--- config.mk ---
export PLATFORM = sky130hd
export DESIGN_NAME = json_string_unescape_utf8
export DESIGN_NICKNAME = d
export VERILOG_FILES = /design/src/sv/jsu_pkg.sv /design/src/sv/jsu_front.sv /design/src/sv/jsu_queue.sv /design/src/sv/jsu_back.sv /design/src/sv/json_string_unescape_utf8.sv
export SDC_FILE = /design/constraint.sdc
export NUM_CORES = 1
export LEC_CHECK = 0
export ABC_AREA = 0
export BUFFER_PORTS_ARGS = -buffer_cell sky130_fd_sc_hd__buf_4
export CORE_MARGIN = 2
export CORE_UTILIZATION = 33
export DETAILED_ROUTE_END_ITERATION = 10
export GPL_TIMING_DRIVEN = 0
export PLACE_DENSITY = 0.56
export REMOVE_ABC_BUFFERS = 1
export SKIP_LAST_GASP = 1
export SLEW_MARGIN = 20
export SYNTH_ARGS = -nofsm -noshare
export SYNTH_HDL_FRONTEND = slang
export SYNTH_SLANG_ARGS = --single-unit
--- constraint.sdc ---
create_clock -name i_clk -period 5.8 [get_ports i_clk]
set_input_delay 1.16 -clock i_clk [delete_from_list [all_inputs] [get_ports i_clk]]
set_output_delay 1.16 -clock i_clk [all_outputs]
set_load 0.05 [all_outputs]
--- src/sv/jsu_pkg.sv ---
// ============================================================================
// jsu_pkg
// Shared types and codes for the JSON string unescaper: the job word that
// passes from the front end to the output stage, status codes and error codes.
// ============================================================================
package jsu_pkg;

    // Default depth of the job queue between the front end and the output stage.
    localparam int QUEUE_DEPTH_DEF = 4;

    // Result status codes.
    localparam logic [1:0] ST_BYTE  = 2'd0;
    localparam logic [1:0] ST_CLOSE = 2'd1;
    localparam logic [1:0] ST_ERR   = 2'd2;

    // Error codes.
    localparam logic [2:0] E_NONE    = 3'd0;
    localparam logic [2:0] E_NOQUOTE = 3'd1;
    localparam logic [2:0] E_CTRL    = 3'd2;
    localparam logic [2:0] E_ESC     = 3'd3;
    localparam logic [2:0] E_HEX     = 3'd4;
    localparam logic [2:0] E_SURR    = 3'd5;
    localparam logic [2:0] E_END     = 3'd6;

    // One job: up to four result bytes, emitted from index 0 to last_idx.
    // Close and error jobs carry a single result with a zero byte.
    typedef struct packed {
        logic [3:0][7:0] bytes;
        logic [1:0]      last_idx;
        logic [1:0]      status;
        logic [2:0]      err;
    } t_job;

endpackage

--- src/sv/jsu_front.sv ---
// ============================================================================
// jsu_front
// Front end: runs the string/escape/hex state machine on each accepted word
// and produces at most one job (a UTF-8 sequence, a close or an error).
// ============================================================================
module jsu_front (
    input  logic          i_clk,
    input  logic          i_rst_n,
    input  logic          i_accept,
    input  logic [7:0]    i_byte,
    input  logic          i_eoi,
    output logic          o_push,
    output jsu_pkg::t_job o_job
);

    typedef enum logic [3:0] {
        PH_IDLE  = 4'd0,
        PH_BODY  = 4'd1,
        PH_ESC   = 4'd2,
        PH_HEX1  = 4'd3,
        PH_LOWBS = 4'd4,
        PH_LOWU  = 4'd5,
        PH_HEX2  = 4'd6
    } t_phase;

    localparam logic [7:0] CH_QUOTE  = 8'h22;
    localparam logic [7:0] CH_BSLASH = 8'h5C;
    localparam logic [7:0] CH_SLASH  = 8'h2F;
    localparam logic [7:0] CH_B      = 8'h62;
    localparam logic [7:0] CH_F      = 8'h66;
    localparam logic [7:0] CH_N      = 8'h6E;
    localparam logic [7:0] CH_R      = 8'h72;
    localparam logic [7:0] CH_T      = 8'h74;
    localparam logic [7:0] CH_U      = 8'h75;
    localparam logic [7:0] CTRL_LIMIT = 8'h20;
    localparam logic [5:0] SURR_HIGH_TAG = 6'b110110;
    localparam logic [5:0] SURR_LOW_TAG  = 6'b110111;
    localparam logic [20:0] SUPP_BASE    = 21'h10000;

    // Returns {is_digit, value}.
    function automatic logic [4:0] f_hex(input logic [7:0] b);
        logic [4:0] r;
        r = '0;
        if (b inside {[8'h30:8'h39]}) begin
            r = {1'b1, b[3:0]};
        end else if (b inside {[8'h61:8'h66], [8'h41:8'h46]}) begin
            r = {1'b1, 4'(b[3:0] + 4'd9)};
        end
        return r;
    endfunction

    function automatic jsu_pkg::t_job f_utf8(input logic [20:0] cp);
        jsu_pkg::t_job j;
        j        = '0;
        j.status = jsu_pkg::ST_BYTE;
        j.err    = jsu_pkg::E_NONE;
        if (cp < 21'h80) begin
            j.bytes[0] = cp[7:0];
            j.last_idx = 2'd0;
        end else if (cp < 21'h800) begin
            j.bytes[0] = {3'b110, cp[10:6]};
            j.bytes[1] = {2'b10, cp[5:0]};
            j.last_idx = 2'd1;
        end else if (cp < SUPP_BASE) begin
            j.bytes[0] = {4'b1110, cp[15:12]};
            j.bytes[1] = {2'b10, cp[11:6]};
            j.bytes[2] = {2'b10, cp[5:0]};
            j.last_idx = 2'd2;
        end else begin
            j.bytes[0] = {5'b11110, cp[20:18]};
            j.bytes[1] = {2'b10, cp[17:12]};
            j.bytes[2] = {2'b10, cp[11:6]};
            j.bytes[3] = {2'b10, cp[5:0]};
            j.last_idx = 2'd3;
        end
        return j;
    endfunction

    function automatic jsu_pkg::t_job f_single(input logic [7:0] b, input logic [1:0] st,
                                               input logic [2:0] err);
        jsu_pkg::t_job j;
        j          = '0;
        j.bytes[0] = b;
        j.last_idx = 2'd0;
        j.status   = st;
        j.err      = err;
        return j;
    endfunction

    t_phase      r_phase, n_phase;
    logic [15:0] r_code_unit, n_code_unit;
    logic [1:0]  r_hex_seen, n_hex_seen;
    logic [9:0]  r_high_half, n_high_half;

    logic [4:0]  hex;
    logic [15:0] unit;
    logic [20:0] cp_pair;
    logic        fail_en;
    logic [2:0]  fail_code;
    logic        push;
    jsu_pkg::t_job job;

    assign hex     = f_hex(i_byte);
    assign unit    = {r_code_unit[11:0], hex[3:0]};
    assign cp_pair = SUPP_BASE + {1'b0, r_high_half, unit[9:0]};

    always_comb begin
        n_phase     = r_phase;
        n_code_unit = r_code_unit;
        n_hex_seen  = r_hex_seen;
        n_high_half = r_high_half;
        fail_en     = 1'b0;
        fail_code   = jsu_pkg::E_NONE;
        push        = 1'b0;
        job         = f_single(8'h00, jsu_pkg::ST_BYTE, jsu_pkg::E_NONE);

        if (i_eoi) begin
            if (r_phase != PH_IDLE) begin
                fail_en   = 1'b1;
                fail_code = jsu_pkg::E_END;
            end
        end else begin
            case (r_phase)
                PH_IDLE: begin
                    if (i_byte == CH_QUOTE) begin
                        n_phase = PH_BODY;
                    end else begin
                        fail_en   = 1'b1;
                        fail_code = jsu_pkg::E_NOQUOTE;
                    end
                end
                PH_BODY: begin
                    if (i_byte == CH_QUOTE) begin
                        n_phase     = PH_IDLE;
                        n_code_unit = '0;
                        n_hex_seen  = '0;
                        n_high_half = '0;
                        push        = 1'b1;
                        job         = f_single(8'h00, jsu_pkg::ST_CLOSE, jsu_pkg::E_NONE);
                    end else if (i_byte < CTRL_LIMIT) begin
                        fail_en   = 1'b1;
                        fail_code = jsu_pkg::E_CTRL;
                    end else if (i_byte == CH_BSLASH) begin
                        n_phase = PH_ESC;
                    end else begin
                        push = 1'b1;
                        job  = f_single(i_byte, jsu_pkg::ST_BYTE, jsu_pkg::E_NONE);
                    end
                end
                PH_ESC: begin
                    n_phase = PH_BODY;
                    push    = 1'b1;
                    case (i_byte)
                        CH_QUOTE, CH_BSLASH, CH_SLASH: begin
                            job = f_single(i_byte, jsu_pkg::ST_BYTE, jsu_pkg::E_NONE);
                        end
                        CH_B: job = f_single(8'h08, jsu_pkg::ST_BYTE, jsu_pkg::E_NONE);
                        CH_F: job = f_single(8'h0C, jsu_pkg::ST_BYTE, jsu_pkg::E_NONE);
                        CH_N: job = f_single(8'h0A, jsu_pkg::ST_BYTE, jsu_pkg::E_NONE);
                        CH_R: job = f_single(8'h0D, jsu_pkg::ST_BYTE, jsu_pkg::E_NONE);
                        CH_T: job = f_single(8'h09, jsu_pkg::ST_BYTE, jsu_pkg::E_NONE);
                        CH_U: begin
                            push        = 1'b0;
                            n_phase     = PH_HEX1;
                            n_code_unit = '0;
                            n_hex_seen  = '0;
                        end
                        default: begin
                            push      = 1'b0;
                            fail_en   = 1'b1;
                            fail_code = jsu_pkg::E_ESC;
                        end
                    endcase
                end
                PH_HEX1, PH_HEX2: begin
                    if (!hex[4]) begin
                        fail_en   = 1'b1;
                        fail_code = jsu_pkg::E_HEX;
                    end else if (r_hex_seen != 2'd3) begin
                        n_code_unit = unit;
                        n_hex_seen  = r_hex_seen + 2'd1;
                    end else begin
                        n_code_unit = '0;
                        n_hex_seen  = '0;
                        if (r_phase == PH_HEX1) begin
                            if (unit[15:10] == SURR_HIGH_TAG) begin
                                n_high_half = unit[9:0];
                                n_phase     = PH_LOWBS;
                            end else if (unit[15:10] == SURR_LOW_TAG) begin
                                fail_en   = 1'b1;
                                fail_code = jsu_pkg::E_SURR;
                            end else begin
                                n_phase = PH_BODY;
                                push    = 1'b1;
                                job     = f_utf8({5'd0, unit});
                            end
                        end else if (unit[15:10] != SURR_LOW_TAG) begin
                            fail_en   = 1'b1;
                            fail_code = jsu_pkg::E_SURR;
                        end else begin
                            n_high_half = '0;
                            n_phase     = PH_BODY;
                            push        = 1'b1;
                            job         = f_utf8(cp_pair);
                        end
                    end
                end
                PH_LOWBS: begin
                    if (i_byte != CH_BSLASH) begin
                        fail_en   = 1'b1;
                        fail_code = jsu_pkg::E_SURR;
                    end else begin
                        n_phase = PH_LOWU;
                    end
                end
                PH_LOWU: begin
                    if (i_byte != CH_U) begin
                        fail_en   = 1'b1;
                        fail_code = jsu_pkg::E_SURR;
                    end else begin
                        n_phase     = PH_HEX2;
                        n_code_unit = '0;
                        n_hex_seen  = '0;
                    end
                end
                default: begin
                    n_phase     = PH_IDLE;
                    n_code_unit = '0;
                    n_hex_seen  = '0;
                    n_high_half = '0;
                end
            endcase
        end

        // Any error drops the string and goes back to waiting for a quote.
        if (fail_en) begin
            n_phase     = PH_IDLE;
            n_code_unit = '0;
            n_hex_seen  = '0;
            n_high_half = '0;
            push        = 1'b1;
            job         = f_single(8'h00, jsu_pkg::ST_ERR, fail_code);
        end
    end

    assign o_push = i_accept && push;
    assign o_job  = job;

    always_ff @(posedge i_clk) begin
        if (!i_rst_n) begin
            r_phase     <= PH_IDLE;
            r_code_unit <= '0;
            r_hex_seen  <= '0;
            r_high_half <= '0;
        end else if (i_accept) begin
            r_phase     <= n_phase;
            r_code_unit <= n_code_unit;
            r_hex_seen  <= n_hex_seen;
            r_high_half <= n_high_half;
        end
    end

`ifndef SYNTHESIS
    a_high_half_clear: assert property (@(posedge i_clk) disable iff (!i_rst_n)
        (r_phase == PH_IDLE || r_phase == PH_BODY) |-> (r_high_half == 10'd0))
        else $error("high surrogate held outside a pair");
`endif

endmodule

--- src/sv/jsu_queue.sv ---
// ============================================================================
// jsu_queue
// Short job queue between the front end and the output stage.
// ============================================================================
module jsu_queue #(
    parameter int DEPTH = jsu_pkg::QUEUE_DEPTH_DEF
) (
    input  logic          i_clk,
    input  logic          i_rst_n,
    input  logic          i_push,
    input  jsu_pkg::t_job i_job,
    input  logic          i_pop,
    output jsu_pkg::t_job o_head,
    output logic          o_empty,
    output logic          o_full
);

    localparam int AW = (DEPTH > 1) ? $clog2(DEPTH) : 1;
    localparam int CW = $clog2(DEPTH + 1);

    jsu_pkg::t_job r_mem [DEPTH];
    logic [AW-1:0] r_wr, r_rd;
    logic [CW-1:0] r_count;

    assign o_head  = r_mem[r_rd];
    assign o_empty = (r_count == '0);
    assign o_full  = (r_count == CW'(DEPTH));

    function automatic logic [AW-1:0] f_next(input logic [AW-1:0] p);
        return (p == AW'(DEPTH - 1)) ? '0 : AW'(p + 1'b1);
    endfunction

    always_ff @(posedge i_clk) begin
        if (i_push) begin
            r_mem[r_wr] <= i_job;
        end
    end

    always_ff @(posedge i_clk) begin
        if (!i_rst_n) begin
            r_wr    <= '0;
            r_rd    <= '0;
            r_count <= '0;
        end else begin
            if (i_push) begin
                r_wr <= f_next(r_wr);
            end
            if (i_pop) begin
                r_rd <= f_next(r_rd);
            end
            if (i_push && !i_pop) begin
                r_count <= r_count + 1'b1;
            end else if (i_pop && !i_push) begin
                r_count <= r_count - 1'b1;
            end
        end
    end

`ifndef SYNTHESIS
    a_no_overflow: assert property (@(posedge i_clk) disable iff (!i_rst_n)
        o_full |-> !i_push)
        else $error("job queue written while full");
    a_no_underflow: assert property (@(posedge i_clk) disable iff (!i_rst_n)
        o_empty |-> !i_pop)
        else $error("job queue read while empty");
    a_count_range: assert property (@(posedge i_clk) disable iff (!i_rst_n)
        r_count <= CW'(DEPTH))
        else $error("job queue count out of range");
`endif

endmodule

--- src/sv/jsu_back.sv ---
// ============================================================================
// jsu_back
// Output stage: walks the bytes of the head job, one result word per cycle
// unless stalled, into an output register reloaded as soon as it is taken.
// ============================================================================
module jsu_back (
    input  logic          i_clk,
    input  logic          i_rst_n,
    input  jsu_pkg::t_job i_head,
    input  logic          i_empty,
    output logic          o_pop,
    output logic          o_valid,
    input  logic          i_ready,
    output logic [7:0]    o_out_byte,
    output logic [1:0]    o_status,
    output logic [2:0]    o_error_code,
    output logic          o_last_of_run
);

    logic       r_valid;
    logic [1:0] r_idx;
    logic [7:0] r_byte;
    logic [1:0] r_status;
    logic [2:0] r_err;
    logic       r_last;

    logic load, take, at_last;

    assign load    = !r_valid || i_ready;
    assign take    = load && !i_empty;
    assign at_last = (r_idx == i_head.last_idx);
    assign o_pop   = take && at_last;

    always_ff @(posedge i_clk) begin
        if (!i_rst_n) begin
            r_valid <= 1'b0;
            r_idx   <= '0;
        end else begin
            if (load) begin
                r_valid <= !i_empty;
            end
            if (take) begin
                r_idx    <= at_last ? 2'd0 : r_idx + 2'd1;
                r_byte   <= i_head.bytes[r_idx];
                r_status <= i_head.status;
                r_err    <= i_head.err;
                r_last   <= at_last;
            end
        end
    end

    assign o_valid       = r_valid;
    assign o_out_byte    = r_byte;
    assign o_status      = r_status;
    assign o_error_code  = r_err;
    assign o_last_of_run = r_last;

`ifndef SYNTHESIS
    a_err_code_match: assert property (@(posedge i_clk) disable iff (!i_rst_n)
        r_valid |-> ((r_status == jsu_pkg::ST_ERR) == (r_err != jsu_pkg::E_NONE)))
        else $error("error code does not match status");
    a_single_word_jobs: assert property (@(posedge i_clk) disable iff (!i_rst_n)
        (r_valid && r_status != jsu_pkg::ST_BYTE) |-> (r_last && r_byte == 8'h00))
        else $error("close or error word is not a lone zero word");
`endif

endmodule

--- src/sv/json_string_unescape_utf8.sv ---
// ============================================================================
// json_string_unescape_utf8
// JSON string unescaper: quoted string bytes in, decoded UTF-8 bytes out.
// ============================================================================
// The block takes one input word per cycle whenever the job queue has room.
// Each word is decoded in the cycle it is accepted and leaves at most one job
// in a queue of QUEUE_DEPTH entries; the output stage then sends one result
// word per cycle while i_ready is high: a plain byte or a simple escape gives
// one word, a \u escape one to four (the length of its UTF-8 sequence, a
// surrogate pair giving four). Opening quotes, backslashes and all but the
// last hex digit give no result. A word reaches its first result through the
// queue and the output register. Sustained rate is one input word per cycle
// unless the output stage falls behind on multi-byte sequences.
module json_string_unescape_utf8 #(
    parameter int QUEUE_DEPTH = jsu_pkg::QUEUE_DEPTH_DEF
) (
    input  logic       i_clk,
    input  logic       i_rst_n,
    input  logic       i_valid,
    output logic       o_ready,
    input  logic [7:0] i_in_byte,
    input  logic       i_end_of_input,
    output logic       o_valid,
    input  logic       i_ready,
    output logic [7:0] o_out_byte,
    output logic [1:0] o_status,
    output logic [2:0] o_error_code,
    output logic       o_last_of_run
);

    logic          accept;
    logic          push, pop, empty, full;
    jsu_pkg::t_job job, head;

    assign o_ready = !full;
    assign accept  = i_valid && !full;

    jsu_front u_front (
        .i_clk    (i_clk),
        .i_rst_n  (i_rst_n),
        .i_accept (accept),
        .i_byte   (i_in_byte),
        .i_eoi    (i_end_of_input),
        .o_push   (push),
        .o_job    (job)
    );

    jsu_queue #(
        .DEPTH (QUEUE_DEPTH)
    ) u_queue (
        .i_clk   (i_clk),
        .i_rst_n (i_rst_n),
        .i_push  (push),
        .i_job   (job),
        .i_pop   (pop),
        .o_head  (head),
        .o_empty (empty),
        .o_full  (full)
    );

    jsu_back u_back (
        .i_clk         (i_clk),
        .i_rst_n       (i_rst_n),
        .i_head        (head),
        .i_empty       (empty),
        .o_pop         (pop),
        .o_valid       (o_valid),
        .i_ready       (i_ready),
        .o_out_byte    (o_out_byte),
        .o_status      (o_status),
        .o_error_code  (o_error_code),
        .o_last_of_run (o_last_of_run)
    );

endmodule

[Word level (Yosys, flattened, before mapping)]
Memory sizes are Yosys's and may differ from the RTL's. A register that Yosys moved wholly into a read port is not among the register bits.
Index checks and enable logic that the tools add are counted.
Storage, ports and cells
  ROM bits: 0
  input bits: 13
  output and inout port bits: 16
  bits in writable memories: 156
  memories: 1
  flip-flop bits (word level): 52
  bits in latches: 0
  word-level logic and storage cells: 225
Cells by class
  muxes and demuxes: 120
  magnitude comparators: 13
  reductions and logical operators: 30
  multiply operators: 0
  divide/modulo/power cells: 0
  shifts and indexed selects: 0
  equal/unequal tests: 40
  $add $sub $neg: 8
  bitwise gates (word level): 0
Memories
  u_queue.r_mem: words 4, width 39, read ports 1, clocked after Yosys merged registers in 1, wr ports 1, RTL line jsu_queue.sv:21  | jsu_pkg::t_job r_mem [DEPTH];
Operator list (count)
  39-bit two-way mux: 10
  39-bit one-hot mux with 3 select lines: 1
  10-bit two-way mux: 10
  15-bit one-hot mux with 6 select lines: 1
  12-bit two-way mux: 7
  12-bit one-hot mux with 5 select lines: 1
  8-bit by 7-bit == test with 1-bit output (second input constant): 7
  4-bit two-way mux: 14
  16-bit two-way mux: 3
  24-bit two-way mux: 2
  3-bit two-way mux: 13
  2-bit two-way mux: 15
  10-bit one-hot mux with 3 select lines: 1
  1-bit two-way mux: 29
  8-bit two-way mux: 3
  4-bit one-hot mux with 6 select lines: 1
  17-bit by 20-bit adder with 21-bit output (first input constant): 1
  21-bit by 12-bit less-than comparator with 1-bit output (second input constant): 1
  21-bit by 17-bit less-than comparator with 1-bit output (second input constant): 1
  21-bit by 8-bit less-than comparator with 1-bit output (second input constant): 1
  18-bit two-way mux: 1
  3-bit one-hot mux with 6 select lines: 1
  8-bit binary-select mux with 2-bit select: 1
  8-bit by 6-bit == test with 1-bit output (second input constant): 2
  other kinds (50): 84

[Logic depth before layout (Yosys ltp)]
Gate-level depths: netlist (run 1).
  word-level depth: 17
  depth in mapped cells: 16
  mapped depth without buffers: 15

[Modules after synthesis]
From an unflattened synthesis (run 1), not the netlist that was laid out.
Unflattened totals
  cells, all modules: 739
  area, all modules: 9982.1 µm²
Modules (own cells, without submodules)
  jsu_queue: area each 6075.8 µm², instances 1, sequential area each 4864.7 µm², cells each 247
  jsu_front: area each 3065.4 µm², instances 1, sequential area each 540.5 µm², cells each 442
  jsu_back: area each 830.8 µm², instances 1, sequential area each 480.5 µm², cells each 48
  json_string_unescape_utf8: area each 10.0 µm², instances 1, sequential area each 0.0 µm², cells each 2

[Least setup slack after synthesis (run 1)]
Ideal clock, no wire load.
  kind: input to register
  start: input port i_in_byte[0]
  end: memory u_queue.r_mem[0][0] in the netlist's numbering, enable pin
  arrival: 4.521 ns
  path buffers: 1
  slack: 0.847 ns
  library setup time: 0.431 ns
  cell stages on the path: 10
  data required time: 5.369 ns
  cells stage by stage: inv_1 > ha_1 > or4b_2 > o2111ai_1 > o211ai_4 > a21oi_4 > a2111o_1 > buf_6 > a22oi_4 > nor2b_1
Between the ends
  word-level cells in the longest chain between the ends: 12
  elaborated cells between the ends (all ways): 46
  those cells by class: 7 x order compare; 11 x eq/ne; 21 x mux; 7 x reduce/logical
RTL lines
  start, declared: RTL line json_string_unescape_utf8.sv:21  | input logic [7:0] i_in_byte,
  8-bit by 7-bit greater-or-equal comparator with 1-bit output / 8-bit by 7-bit less-or-equal comparator with 1-bit output (equally long branches): RTL line jsu_front.sv:46  | end else if (b inside {[8'h61:8'h66], [8'h41:8'h46]}) begin
  1-bit logical AND: RTL line jsu_front.sv:46
  2-bit nonzero test: RTL line jsu_front.sv:46
  5-bit two-way mux: RTL line jsu_front.sv:46
  5-bit two-way mux: RTL line jsu_front.sv:44  | if (b inside {[8'h30:8'h39]}) begin
  1-bit two-way mux: RTL line jsu_front.sv:176  | if (!hex[4]) begin
  1-bit one-hot mux with 6 select lines / 1-bit one-hot mux with 3 select lines (equally long branches): RTL line jsu_front.sv:123  | case (r_phase)
  1-bit two-way mux: RTL line jsu_front.sv:117  | if (i_eoi) begin
  1-bit two-way mux (*): RTL line jsu_front.sv:236  | if (fail_en) begin
  1-bit logical AND (*): RTL line jsu_front.sv:246  | assign o_push = i_accept && push;
  1-bit two-way mux (*): RTL line jsu_queue.sv:34  | if (i_push) begin
  1-bit two-way mux (implied by the code) (*): RTL line jsu_queue.sv:35  | r_mem[r_wr] <= i_job;
  end, declared: RTL line jsu_queue.sv:21
Every way passes the cells marked *; elsewhere a longest branch is shown, timed or not.

[Worst setup path in the final report (run 1)]
  start: input port i_in_byte[0]
  end: register u_queue.r_count[2]
Between the ends
  word-level cells in the longest chain between the ends: 13
  elaborated cells between the ends (all ways): 49
  those cells by class: 7 x order compare; 11 x eq/ne; 20 x mux; 11 x reduce/logical
RTL lines
  8-bit by 7-bit greater-or-equal comparator with 1-bit output / 8-bit by 7-bit less-or-equal comparator with 1-bit output (equally long branches): RTL line jsu_front.sv:46
  1-bit logical AND: RTL line jsu_front.sv:46
  2-bit nonzero test: RTL line jsu_front.sv:46
  5-bit two-way mux: RTL line jsu_front.sv:46
  5-bit two-way mux: RTL line jsu_front.sv:44
  1-bit two-way mux: RTL line jsu_front.sv:176
  1-bit one-hot mux with 6 select lines / 1-bit one-hot mux with 3 select lines (equally long branches): RTL line jsu_front.sv:123
  1-bit two-way mux: RTL line jsu_front.sv:117
  1-bit two-way mux (*): RTL line jsu_front.sv:236
  1-bit logical AND (*): RTL line jsu_front.sv:246
  net push: RTL line json_string_unescape_utf8.sv:32  | logic push, pop, empty, full;
  1-bit logical NOT: RTL line jsu_queue.sv:53  | end else if (i_pop && !i_push) begin
  1-bit logical AND: RTL line jsu_queue.sv:53
  2-bit nonzero test (no line)
  end signal, assigned: RTL line jsu_queue.sv:52  | r_count <= r_count + 1'b1;
  end signal, assigned: RTL line jsu_queue.sv:54  | r_count <= r_count - 1'b1;
  end, declared: RTL line jsu_queue.sv:23  | logic [CW-1:0] r_count;
Mark *: on every way through the listed nets, which the timed path passes. The rest lies on a longest branch.
A chain may end at the register's enable or synchronous reset.

==> flow_summary.json, run 1 <==
{
  "outcome": "finished clean",
  "first_iter_violations": 398,
  "first_pass_iters": 5,
  "clkTransAtPathRegs_ns": 0.08,
  "max_slew_margin": 0.375,
  "initial_core_util": 0.335,
  "cts_buffers": 17,
  "cpPeakStageDelay_ns": 0.63,
  "cp.arrival_ns": 4.83,
  "final_nets": 727,
  "place_area_um2": 9970,
  "cp_cell_sequence": "buf_4, inv_1, ha_1, or4b_2, o2111ai_1, o211ai_4, a21oi_4, a2111o_1, a22oi_4, inv_1, ha_1, inv_1, fa_1, xor2_1, or3_1, a21oi_1",
  "cts_setup_buffers": 0,
  "yosysWarnings": 0,
  "clkPwrFrac": 0.326,
  "net-switching-power_uw": 972,
  "swShare": 0.275,
  "seq_power_share": 0.476,
  "ys_seq_area_frac": 0.581,
  "dp.cells": 1060,
  "drive_gt1_frac": 0.211,
  "holdWs_ns": 0.473,
  "cts-root-buf": "clkbuf_16",
  "fin_cells": 1092,
  "stdcell_area_um2": 10600,
  "min_period_over_period": 0.771,
  "fmax_ghz": 0.224,
  "portBuffers": 28,
  "vias": 5790,
  "cts_tree": "done",
  "finClkSkew_ns": 0.0136,
  "die_x_um": 172,
  "gp_congestion": 0.869,
  "rsz0062_at_grt": "false",
  "coreArea_um2": 27800,
  "synth_ff_type": "edfxtp_1",
  "grt_max_degree": 28,
  "die_h_um": 172,
  "postCtsHoldBufs": 0,
  "crit_path_top_delay_cell": "or4b_2",
  "area_delta_synth_final_pct": 13.5,
  "combPwrFrac": 0.199,
  "final_common_cell": "edfxtp_1",
  "syn-cell-area_um2": 9300,
  "grt_pass1_wl_um": 32600,
  "synth_top_cell_by_area": "edfxtp_1",
  "synth_area_leaders": "edfxtp_1 (50%), mux4_2 (10%), dfxtp_1 (8.4%), a22o_1 (2.4%), nand2_1 (2.1%)",
  "crit_fanout": 7,
  "tightest_slew_ns": 0.929,
  "synth-async-reset-ratio": 0,
  "period_minus_slack_ns": 4.47,
  "cts_sinks": 193,
  "num_rows": 61,
  "synthCells": 693,
  "yosys_register_bits": 193,
  "maxCapViolCount": 0,
  "grt_usage": 0.146,
  "avgSynthCellArea_um2": 13.4,
  "crit_path_end_kind": "flip-flop",
  "critical_path_class": "input pin to flip-flop",
  "grt_pass1_vias": 5557,
  "cpMostUsedCell": "inv_1",
  "nFillCells": 2660,
  "final-setup-viol-count": 0,
  "hold_path_class": "flip-flop to flip-flop",
  "clock_latency_ns": 0.43,
  "tns_ns": 0,
  "required_ns": 6.16,
  "insertedDiodeCount": 0,
  "maxSlewViolCount": 0,
  "pin_count": 29,
  "vias_per_cell": 5.30,
  "wl_um": 20700,
  "vdd_ir_drop_max_v": 0.000209,
  "hpwl_um": 14500,
  "antenna_found_initial": 0,
  "clk_path_buf_depth": 2,
  "synth.distinct_cells": 89,
  "dieArea_um2": 29500,
  "ant_nets": 0,
  "synth_edf_count": 154,
  "drc": 0,
  "wl_per_cell_um": 19.0,
  "finalPower_uw": 3540,
  "startpoint_type": "input pin",
  "overflow": 0,
  "p_leak_uw": 0.00338,
  "synth_top_area_share": 0.497,
  "hold_viol": 0,
  "layout_common_cells": "edfxtp_1 (154), nand2_1 (53), nor2_1 (49)",
  "ctsResizeCount": 0,
  "htreeDepth": 4,
  "p_per_area_nw_per_um2": 335,
  "p_int_uw": 2570
}
==> state kept, by name (all words and copies together), names as in the netlist, named ones only <==
register,cells
u_back.o_error_code,3
u_back.o_last_of_run,1
u_back.o_out_byte,8
u_back.o_status,2
u_back.o_valid,1
u_back.r_idx,2
u_front.r_code_unit,12
u_front.r_hex_seen,2
u_front.r_high_half,10
u_front.r_phase,3
u_queue.r_count,3
u_queue.r_mem,140
u_queue.r_rd,2
u_queue.r_wr,2
==> power groups by stage <==
stage          combinational (µW)  clock, µW  sequential [µW]
2_1_floorplan                 363          0             1850
3_3_place_gp                  647          0             1770
3_5_place_dp                  716          0             1720
4_1_cts                       717       1170             1690
5_1_grt                       759       1230             1700
6_report                      703       1150             1690
==> cell families after synthesis <==
kind of cell / after synthesis / synth area share
AND/OR/NAND/NOR: 200 / 0.114
flip-flops: 193 / 0.581
AO/OA/AOI/OAI: 168 / 0.138
buffers and inverters: 62 / 0.0315
multiplexers: 49 / 0.110
adder cells (fa/ha/maj): 13 / 0.0183
XOR/XNOR: 8 / 0.00754
==> final cells by class <==
class	instances	area, µm²	area share
sequential	193	5410	0.512
multi-input combinational	438	3640	0.344
tap	378	473	0.0448
clock buffer	17	425	0.0403
timing repair buffer	36	395	0.0374
clock inverter	15	161	0.0153
inverter	15	56.3	0.00533
==> cells in the mapped netlist (all sizes together) (4+ instances only) <==
cell and instances:
edfxtp 154, nand2 54, nor2 51, mux4 42, dfxtp 39, a21oi 37, a22o 29, clkbuf 25
buf 22, o21ai 22, nor3 16, inv 15, and2 13, ha 12, nand3 11, a22oi 9
nor3b 7, o211ai 7, a211oi 6, a31oi 6, nor2b 6, o2111ai 6, and3 5, or2 5
xor2 5, mux2i 4, nand2b 4, nand4 4, o22ai 4, or3 4
==> worst max-delay path: cells and delay by family <==
kind | cells | cell delay (ns)
AO/OA/AOI/OAI | 6 | 1.38
XOR/XNOR | 1 | 0.18
adder cells (fa/ha/maj) | 3 | 0.78
buffers and inverters | 4 | 0.38
AND/OR/NAND/NOR | 2 | 0.93
==> per-layer routing <==
layer | part of all wire | vias up | track usage
met2 | 0.45 | 175 | 0.223
met1 | 0.48 | 2838 | 0.211
met5 | 0 | - | 0
li1 | - | 2741 | -
met4 | 0.021 | 0 | 0.0460
met3 | 0.048 | 36 | 0.0256
==> worst paths after layout <==
| check | startpoint | end | slack, ns | cells past startpoint |
|---|---|---|---|---|
| worst min register to register | u_back.o_valid | u_back.o_valid | 0.47 | 2 |
| worst min-delay path | u_back.o_valid | u_back.o_valid | 0.47 | 2 |
| worst max register to register | u_front.r_phase[0] | u_queue.r_count[2] | 2.07 | 12 |
| worst max-delay path | i_in_byte[0] | u_queue.r_count[2] | 1.33 | 16 |
==> per-stage QoR <==
stage | utilization | worst slack, ns
after global routing | 0.380 | 1.11
after detailed placement | 0.359 | 0.886
final | 0.380 | 1.33
after global placement | 0.351 | -0.937
after CTS | 0.380 | 1.34
after floorplan | - | 0.734
Power figures use the tool's default switching activity.
==> run 2, diff against run 1 <==
- ABC_AREA: 0 -> 1
- clock period: 5.8 -> 4.7 ns (I/O delays scaled with it)
==> run 2 against run 1 <==
Net effect: via count increased by 32%; final cell count increased by 35%; hold slack improved by 0.018 ns; power increased by 73%; routed wire length increased by 27%; largest power group unchanged; die area increased by 2.4%; critical path type is now flip-flop to flip-flop; first-iteration DRC count increased by 73%; setup slack got worse by 0.69 ns.
==> flow_summary.json, run 2 <==
{
  "hold_depth": 2,
  "cts_buffers": 17,
  "crit_start": "u_front.r_phase[1]",
  "cp_cell_sequence": "inv_1, nor2_4, clkinvlp_4, nand2_1, nand2_1, a21oi_2, nand2_2, inv_1, nand2_2, nand2_4, nand2_1, nand3_1, inv_1, ha_1, inv_1, fa_1, o21ai_0, a21oi_1",
  "finClkSkew_ns": 0.0177,
  "tightest_slew_ns": 0.908,
  "clk_path_buf_depth": 2,
  "required_ns": 5.04,
  "synthCells": 1061,
  "yosysMostFrequentCell": "nand2_1",
  "maxCapViolCount": 0,
  "crit_path_end_kind": "flip-flop",
  "grt_max_degree": 72,
  "wl_um": 26300,
  "die_h_um": 174,
  "outcome": "finished clean",
  "reg.largest.list": "u_queue.r_mem: 140 flops, u_front.r_code_unit: 12 flops, u_front.r_high_half: 10 flops",
  "fmax_ghz": 0.246,
  "vias": 7661,
  "cts-root-buf": "clkbuf_16",
  "overflow": 0,
  "vdd_ir_drop_max_v": 0.000299,
  "area_delta_synth_final_pct": 13.9,
  "r2r_start": "u_front.r_phase[1]",
  "drive_gt1_frac": 0.0909,
  "cts_tree": "done",
  "first_iter_violations": 689,
  "holdPathEnd": "u_queue.r_count[2]",
  "hp-start": "u_queue.r_count[2]",
  "synth_area_leaders": "edfxtp_1 (49%), dfxtp_1 (8.2%), nand2_1 (8.0%), nor2_1 (7.4%), o21ai_0 (5.5%)",
  "synth_top_area_share": 0.485,
  "cp.arrival_ns": 4.40,
  "tns_ns": 0,
  "avgSynthCellArea_um2": 8.98,
  "crit_path_top_delay_cell": "dfxtp_1",
  "hpwl_um": 17700,
  "ant_nets": 0,
  "yosysWarnings": 0,
  "drc": 0,
  "pin_count": 29,
  "htreeDepth": 4,
  "reg2reg_to": "u_queue.r_count[1]",
  "startpoint_type": "flip-flop",
  "first_pass_iters": 5,
  "synthTopCellsByCount": "nand2_1 (204), nor2_1 (187), edfxtp_1 (154)",
  "grt_pass1_wl_um": 40300,
  "ys_seq_area_frac": 0.567,
  "cts_sinks": 193,
  "layout_common_cells": "nand2_1 (204), nor2_1 (182), edfxtp_1 (154)",
  "period_minus_slack_ns": 4.07,
  "dieArea_um2": 30300,
  "p_per_area_nw_per_um2": 563,
  "yosys_register_bits": 193,
  "final_common_cell": "nand2_1",
  "coreArea_um2": 28500,
  "critical_path_class": "flip-flop to flip-flop",
  "top_register": "u_queue.r_mem",
  "cpPeakStageDelay_ns": 0.49,
  "cts_setup_buffers": 0,
  "final-setup-viol-count": 0,
  "crit_fanout": 16,
  "insertedDiodeCount": 0,
  "clock_latency_ns": 0.44,
  "gp_congestion": 0.969,
  "synth-async-reset-ratio": 0,
  "rsz0062_at_grt": "false",
  "hold_viol": 0,
  "portBuffers": 28,
  "grt_pass1_vias": 6989,
  "syn-cell-area_um2": 9530,
  "hold_path_class": "flip-flop to flip-flop",
  "synth.distinct_cells": 47,
  "die_x_um": 174,
  "clkTransAtPathRegs_ns": 0.08,
  "p_leak_uw": 0.00412,
  "reg2reg_slack_ns": 0.63,
  "maxSlewViolCount": 0,
  "dp.cells": 1439,
  "grt_usage": 0.173,
  "synth_top_cell_by_area": "edfxtp_1",
  "wl_per_cell_um": 17.8,
  "largest_reg_flops": 140,
  "max_slew_margin": 0.389,
  "cpMostUsedCell": "inv_1",
  "fin_cells": 1473,
  "synth_edf_count": 154,
  "vias_per_cell": 5.20,
  "synth_ff_type": "edfxtp_1",
  "initial_core_util": 0.334,
  "rr_worst_depth": 18,
  "num_rows": 62,
  "antenna_found_initial": 0,
  "final_nets": 1102,
  "min_period_over_period": 0.865
}
-- run 2: cell types whose count changed in the layout (fill, tap and decap cells not counted), moves of 42 or more --
cell	before	now
inv_1	15	98
nand3_1	11	53
nor2_1	49	182
nand2_1	53	204
o21ai_0	20	104
mux4_2	42	0
-- run 2: area by class of cell --
type,instances,area (µm²)
inverters,105,400
repair inverters,1,5.00
multi-input cells,724,3580
well taps,384,480
flip-flops and latches,193,5410
fillers,2941,17700
clock inverters,15,215
clock buffers,17,425
repair buffers,34,340
-- run 2: through the flow --
step           area (µm²)  hold WS, ns   util  total power, µW  setup WS, ns
4_1_cts             10800        0.494  0.380             6150         0.293
3_3_place_gp        10000        0.474  0.351             4570         -1.89
5_1_grt             10900        0.538  0.380             6510         0.250
2_1_floorplan        9340        0.459      -             3830         0.426
3_5_place_dp        10200        0.480  0.357             4610         0.239
6_report            10900        0.492  0.380             6110         0.634
-- run 2: power breakdown --
group	leakage [µW]	switching [µW]	total, µW	internal [µW]
Combinational	0.00204	1480	2110	625
Clock	0.000311	756	1550	794
Sequential	0.00177	258	2460	2200
-- run 2: how the worst max path moves through the flow --
stage	to	slack, ns
detailed placement	u_queue.r_count[2]	0.24
CTS	u_queue.r_count[1]	0.29
global route	u_queue.r_count[1]	0.25
finish	u_queue.r_count[1]	0.63
floorplan	u_queue.r_mem[0][0]	0.43
global placement	u_queue.r_count[2]	-1.89
-- run 2: kinds of logic (layout without fill, tap and decap cells) --
family                     count (synthesis)  after routing  share of synthesized area
AOI/OAI and AO/OA                        212            212                      0.132
xor gates and xnor gates                   8              8                    0.00735
adders and majority gates                 13             13                     0.0179
buffers and inverters                    145            172                     0.0616
DFF                                      193            193                      0.567
and+or+nand+nor                          490            491                      0.214
-- run 2: critical path, delay by kind of cell (launching register included) --
kind                     cells  cell delay [ns]
adder cells (fa/ha/maj)      2             0.64
AND/OR/NAND/NOR              8             1.56
AO/OA/AOI/OAI                3             0.34
buffers and inverters        5             0.93
flip-flops                   1             0.49
-- run 2: timing repair --
action	CTS	global route
hold buffers	0	0
endpoints found under the setup margin	0	2
resized for setup	0	1
-- run 2: per-layer routing --
layer	GRT usage	wire length [µm]	vias up
met1	0.246	12000	3645
li1	-	-	3694
met5	0	0	-
met2	0.269	12100	275
met3	0.0273	1530	47
met4	0.0602	662	0
==> run 3, diff against run 2 <==
- REMOVE_ABC_BUFFERS: 1 -> not set
==> run 3 against run 2 <==
Net effect: power increased by 1.9%; critical path type is now input pin to flip-flop; maximum frequency grew 2.3%; die area stayed put.
==> flow_summary.json, run 3 (same netlist as run 2, synthesis figures left out) <==
{
  "outcome": "finished clean",
  "pin_count": 29,
  "fmax_ghz": 0.252,
  "top_register": "u_queue.r_mem",
  "ant_nets": 0,
  "startpoint_type": "input pin",
  "cts_buffers": 17,
  "area_delta_synth_final_pct": 15.7,
  "register_area_um2": 5410,
  "layout_common_cells": "nand2_1 (204), nor2_1 (182), edfxtp_1 (154)",
  "cts-root-buf": "clkbuf_16",
  "maxSlewViolCount": 0,
  "holdWs_ns": 0.494,
  "grt_usage": 0.188,
  "nFillCells": 2935,
  "tns_ns": 0,
  "required_ns": 5.02,
  "dieArea_um2": 30300,
  "portBuffers": 27,
  "overflow": 0,
  "cts_sinks": 193,
  "grt_max_degree": 25,
  "net-switching-power_uw": 2610,
  "clkTransAtPathRegs_ns": 0.08,
  "hpwl_um": 20000,
  "utilization": 0.386,
  "combPwrFrac": 0.369,
  "vias_per_cell": 5.18,
  "cts_setup_buffers": 0,
  "htreeDepth": 4,
  "crit_fanout": 7,
  "finClkSkew_ns": 0.0191,
  "min_period_over_period": 0.846,
  "vdd_ir_drop_max_v": 0.000265,
  "clock_latency_ns": 0.45,
  "die_h_um": 174,
  "drc": 0,
  "insertedDiodeCount": 0,
  "ctsResizeCount": 0,
  "coreArea_um2": 28500,
  "largest_reg_flops": 140,
  "gp_congestion": 0.980,
  "final_common_cell": "nand2_1",
  "p_leak_uw": 0.00419,
  "cp.arrival_ns": 4.30,
  "num_rows": 62,
  "initial_core_util": 0.334,
  "tightest_slew_ns": 1.10,
  "vias": 7810,
  "final-setup-viol-count": 0,
  "wl_per_cell_um": 18.5,
  "swShare": 0.418,
  "critical_path_class": "input pin to flip-flop",
  "clkPwrFrac": 0.252,
  "hold_viol": 0,
  "crit_path_end_kind": "flip-flop",
  "seq_power_share": 0.379,
  "reg.largest.list": "u_queue.r_mem: 140 flops, u_front.r_code_unit: 12 flops, u_front.r_high_half: 10 flops",
  "clk_path_buf_depth": 2,
  "grt_pass1_vias": 7498,
  "cts_tree": "done",
  "antenna_found_initial": 0,
  "max_slew_margin": 0.266,
  "grt_pass1_wl_um": 43500,
  "syn_nets": 1087,
  "first_iter_violations": 944,
  "p_int_uw": 3620,
  "multi_input_area_um2": 3570,
  "postCtsHoldBufs": 0,
  "maxCapViolCount": 0,
  "p_per_area_nw_per_um2": 565,
  "drive_gt1_frac": 0.0871,
  "wl_um": 27900,
  "first_pass_iters": 5,
  "period_minus_slack_ns": 3.97,
  "rsz0062_at_grt": "false",
  "die_x_um": 174,
  "final_nets": 1138,
  "hold_path_class": "flip-flop to flip-flop"
}
## run 3: changes by cell type in the layout (fill, tap and decap cells not counted), sizes merged
cell | before | now
clkbuf | 17 | 49
buf | 34 | 40
clkinv | 5 | 7
clkinvlp | 2 | 0
bufinv | 1 | 0
nor2 | 194 | 193
## run 3: worst max-delay path: stages
cell and delay, ns:
buf_4 0.11, inv_1 0.12, ha_1 0.27, inv_1 0.09, nor2_1 0.05, nand2_1 0.15, nand2_1 0.10, nor2_1 0.17
nand2_2 0.11, nand3_1 0.11, nor2_1 0.06, nand2_2 0.13, nand2_4 0.11, nand2_1 0.09, nand3_1 0.36, inv_1 0.24
ha_1 0.17, inv_1 0.07, fa_1 0.38, a21oi_1 0.14, o21ai_0 0.12, o21ai_0 0.16, a21oi_1 0.06
## run 3: worst paths after layout
check / startpoint / to / slack (ns) / cells past startpoint
setup / recovery: i_in_byte[0] / u_queue.r_count[2] / 0.73 / 23
hold / removal: u_queue.r_count[2] / u_queue.r_count[2] / 0.49 / 2
setup reg to reg: u_front.r_code_unit[6] / u_queue.r_count[2] / 0.95 / 19
hold reg to reg: u_queue.r_count[2] / u_queue.r_count[2] / 0.49 / 2
## run 3: stage by stage
step	setup WS (ns)	area, µm²	power [µW]	std cells
2_1_floorplan	0.475	9530	3890	1061
3_3_place_gp	-1.50	10200	4620	1472
3_5_place_dp	0.266	10400	4680	1477
4_1_cts	0.732	11000	6240	1509
5_1_grt	0.345	11000	6600	1509
6_report	0.726	11000	6230	1509
## run 3: layout make-up
type                    instances  share of cell area
plain buffers                  40              0.0175
clock buffers                  17              0.0386
clock inverters                15              0.0202
inverters                     105              0.0358
multi-input cells             723               0.324
flip-flops and latches        193               0.490
well taps                     384              0.0436
repair buffers                 32              0.0302
## run 3: routing by layer
metal  global-route usage  routed length, µm  up-vias
li1                     -                  -     3758
met1                0.260              12800     3732
met2                0.300              12900      281
met3               0.0343               1590       39
met4               0.0588                607        0
met5                    0                  0        -
## run 3: power by group through the flow
stage / combinational, µW / sequential, µW / clock [µW]
after global placement: 2210 / 2410 / 0
after floorplan: 1400 / 2490 / 0
final: 2300 / 2360 / 1570
after CTS: 2290 / 2360 / 1590
after detailed placement: 2280 / 2400 / 0
after global routing: 2550 / 2390 / 1660
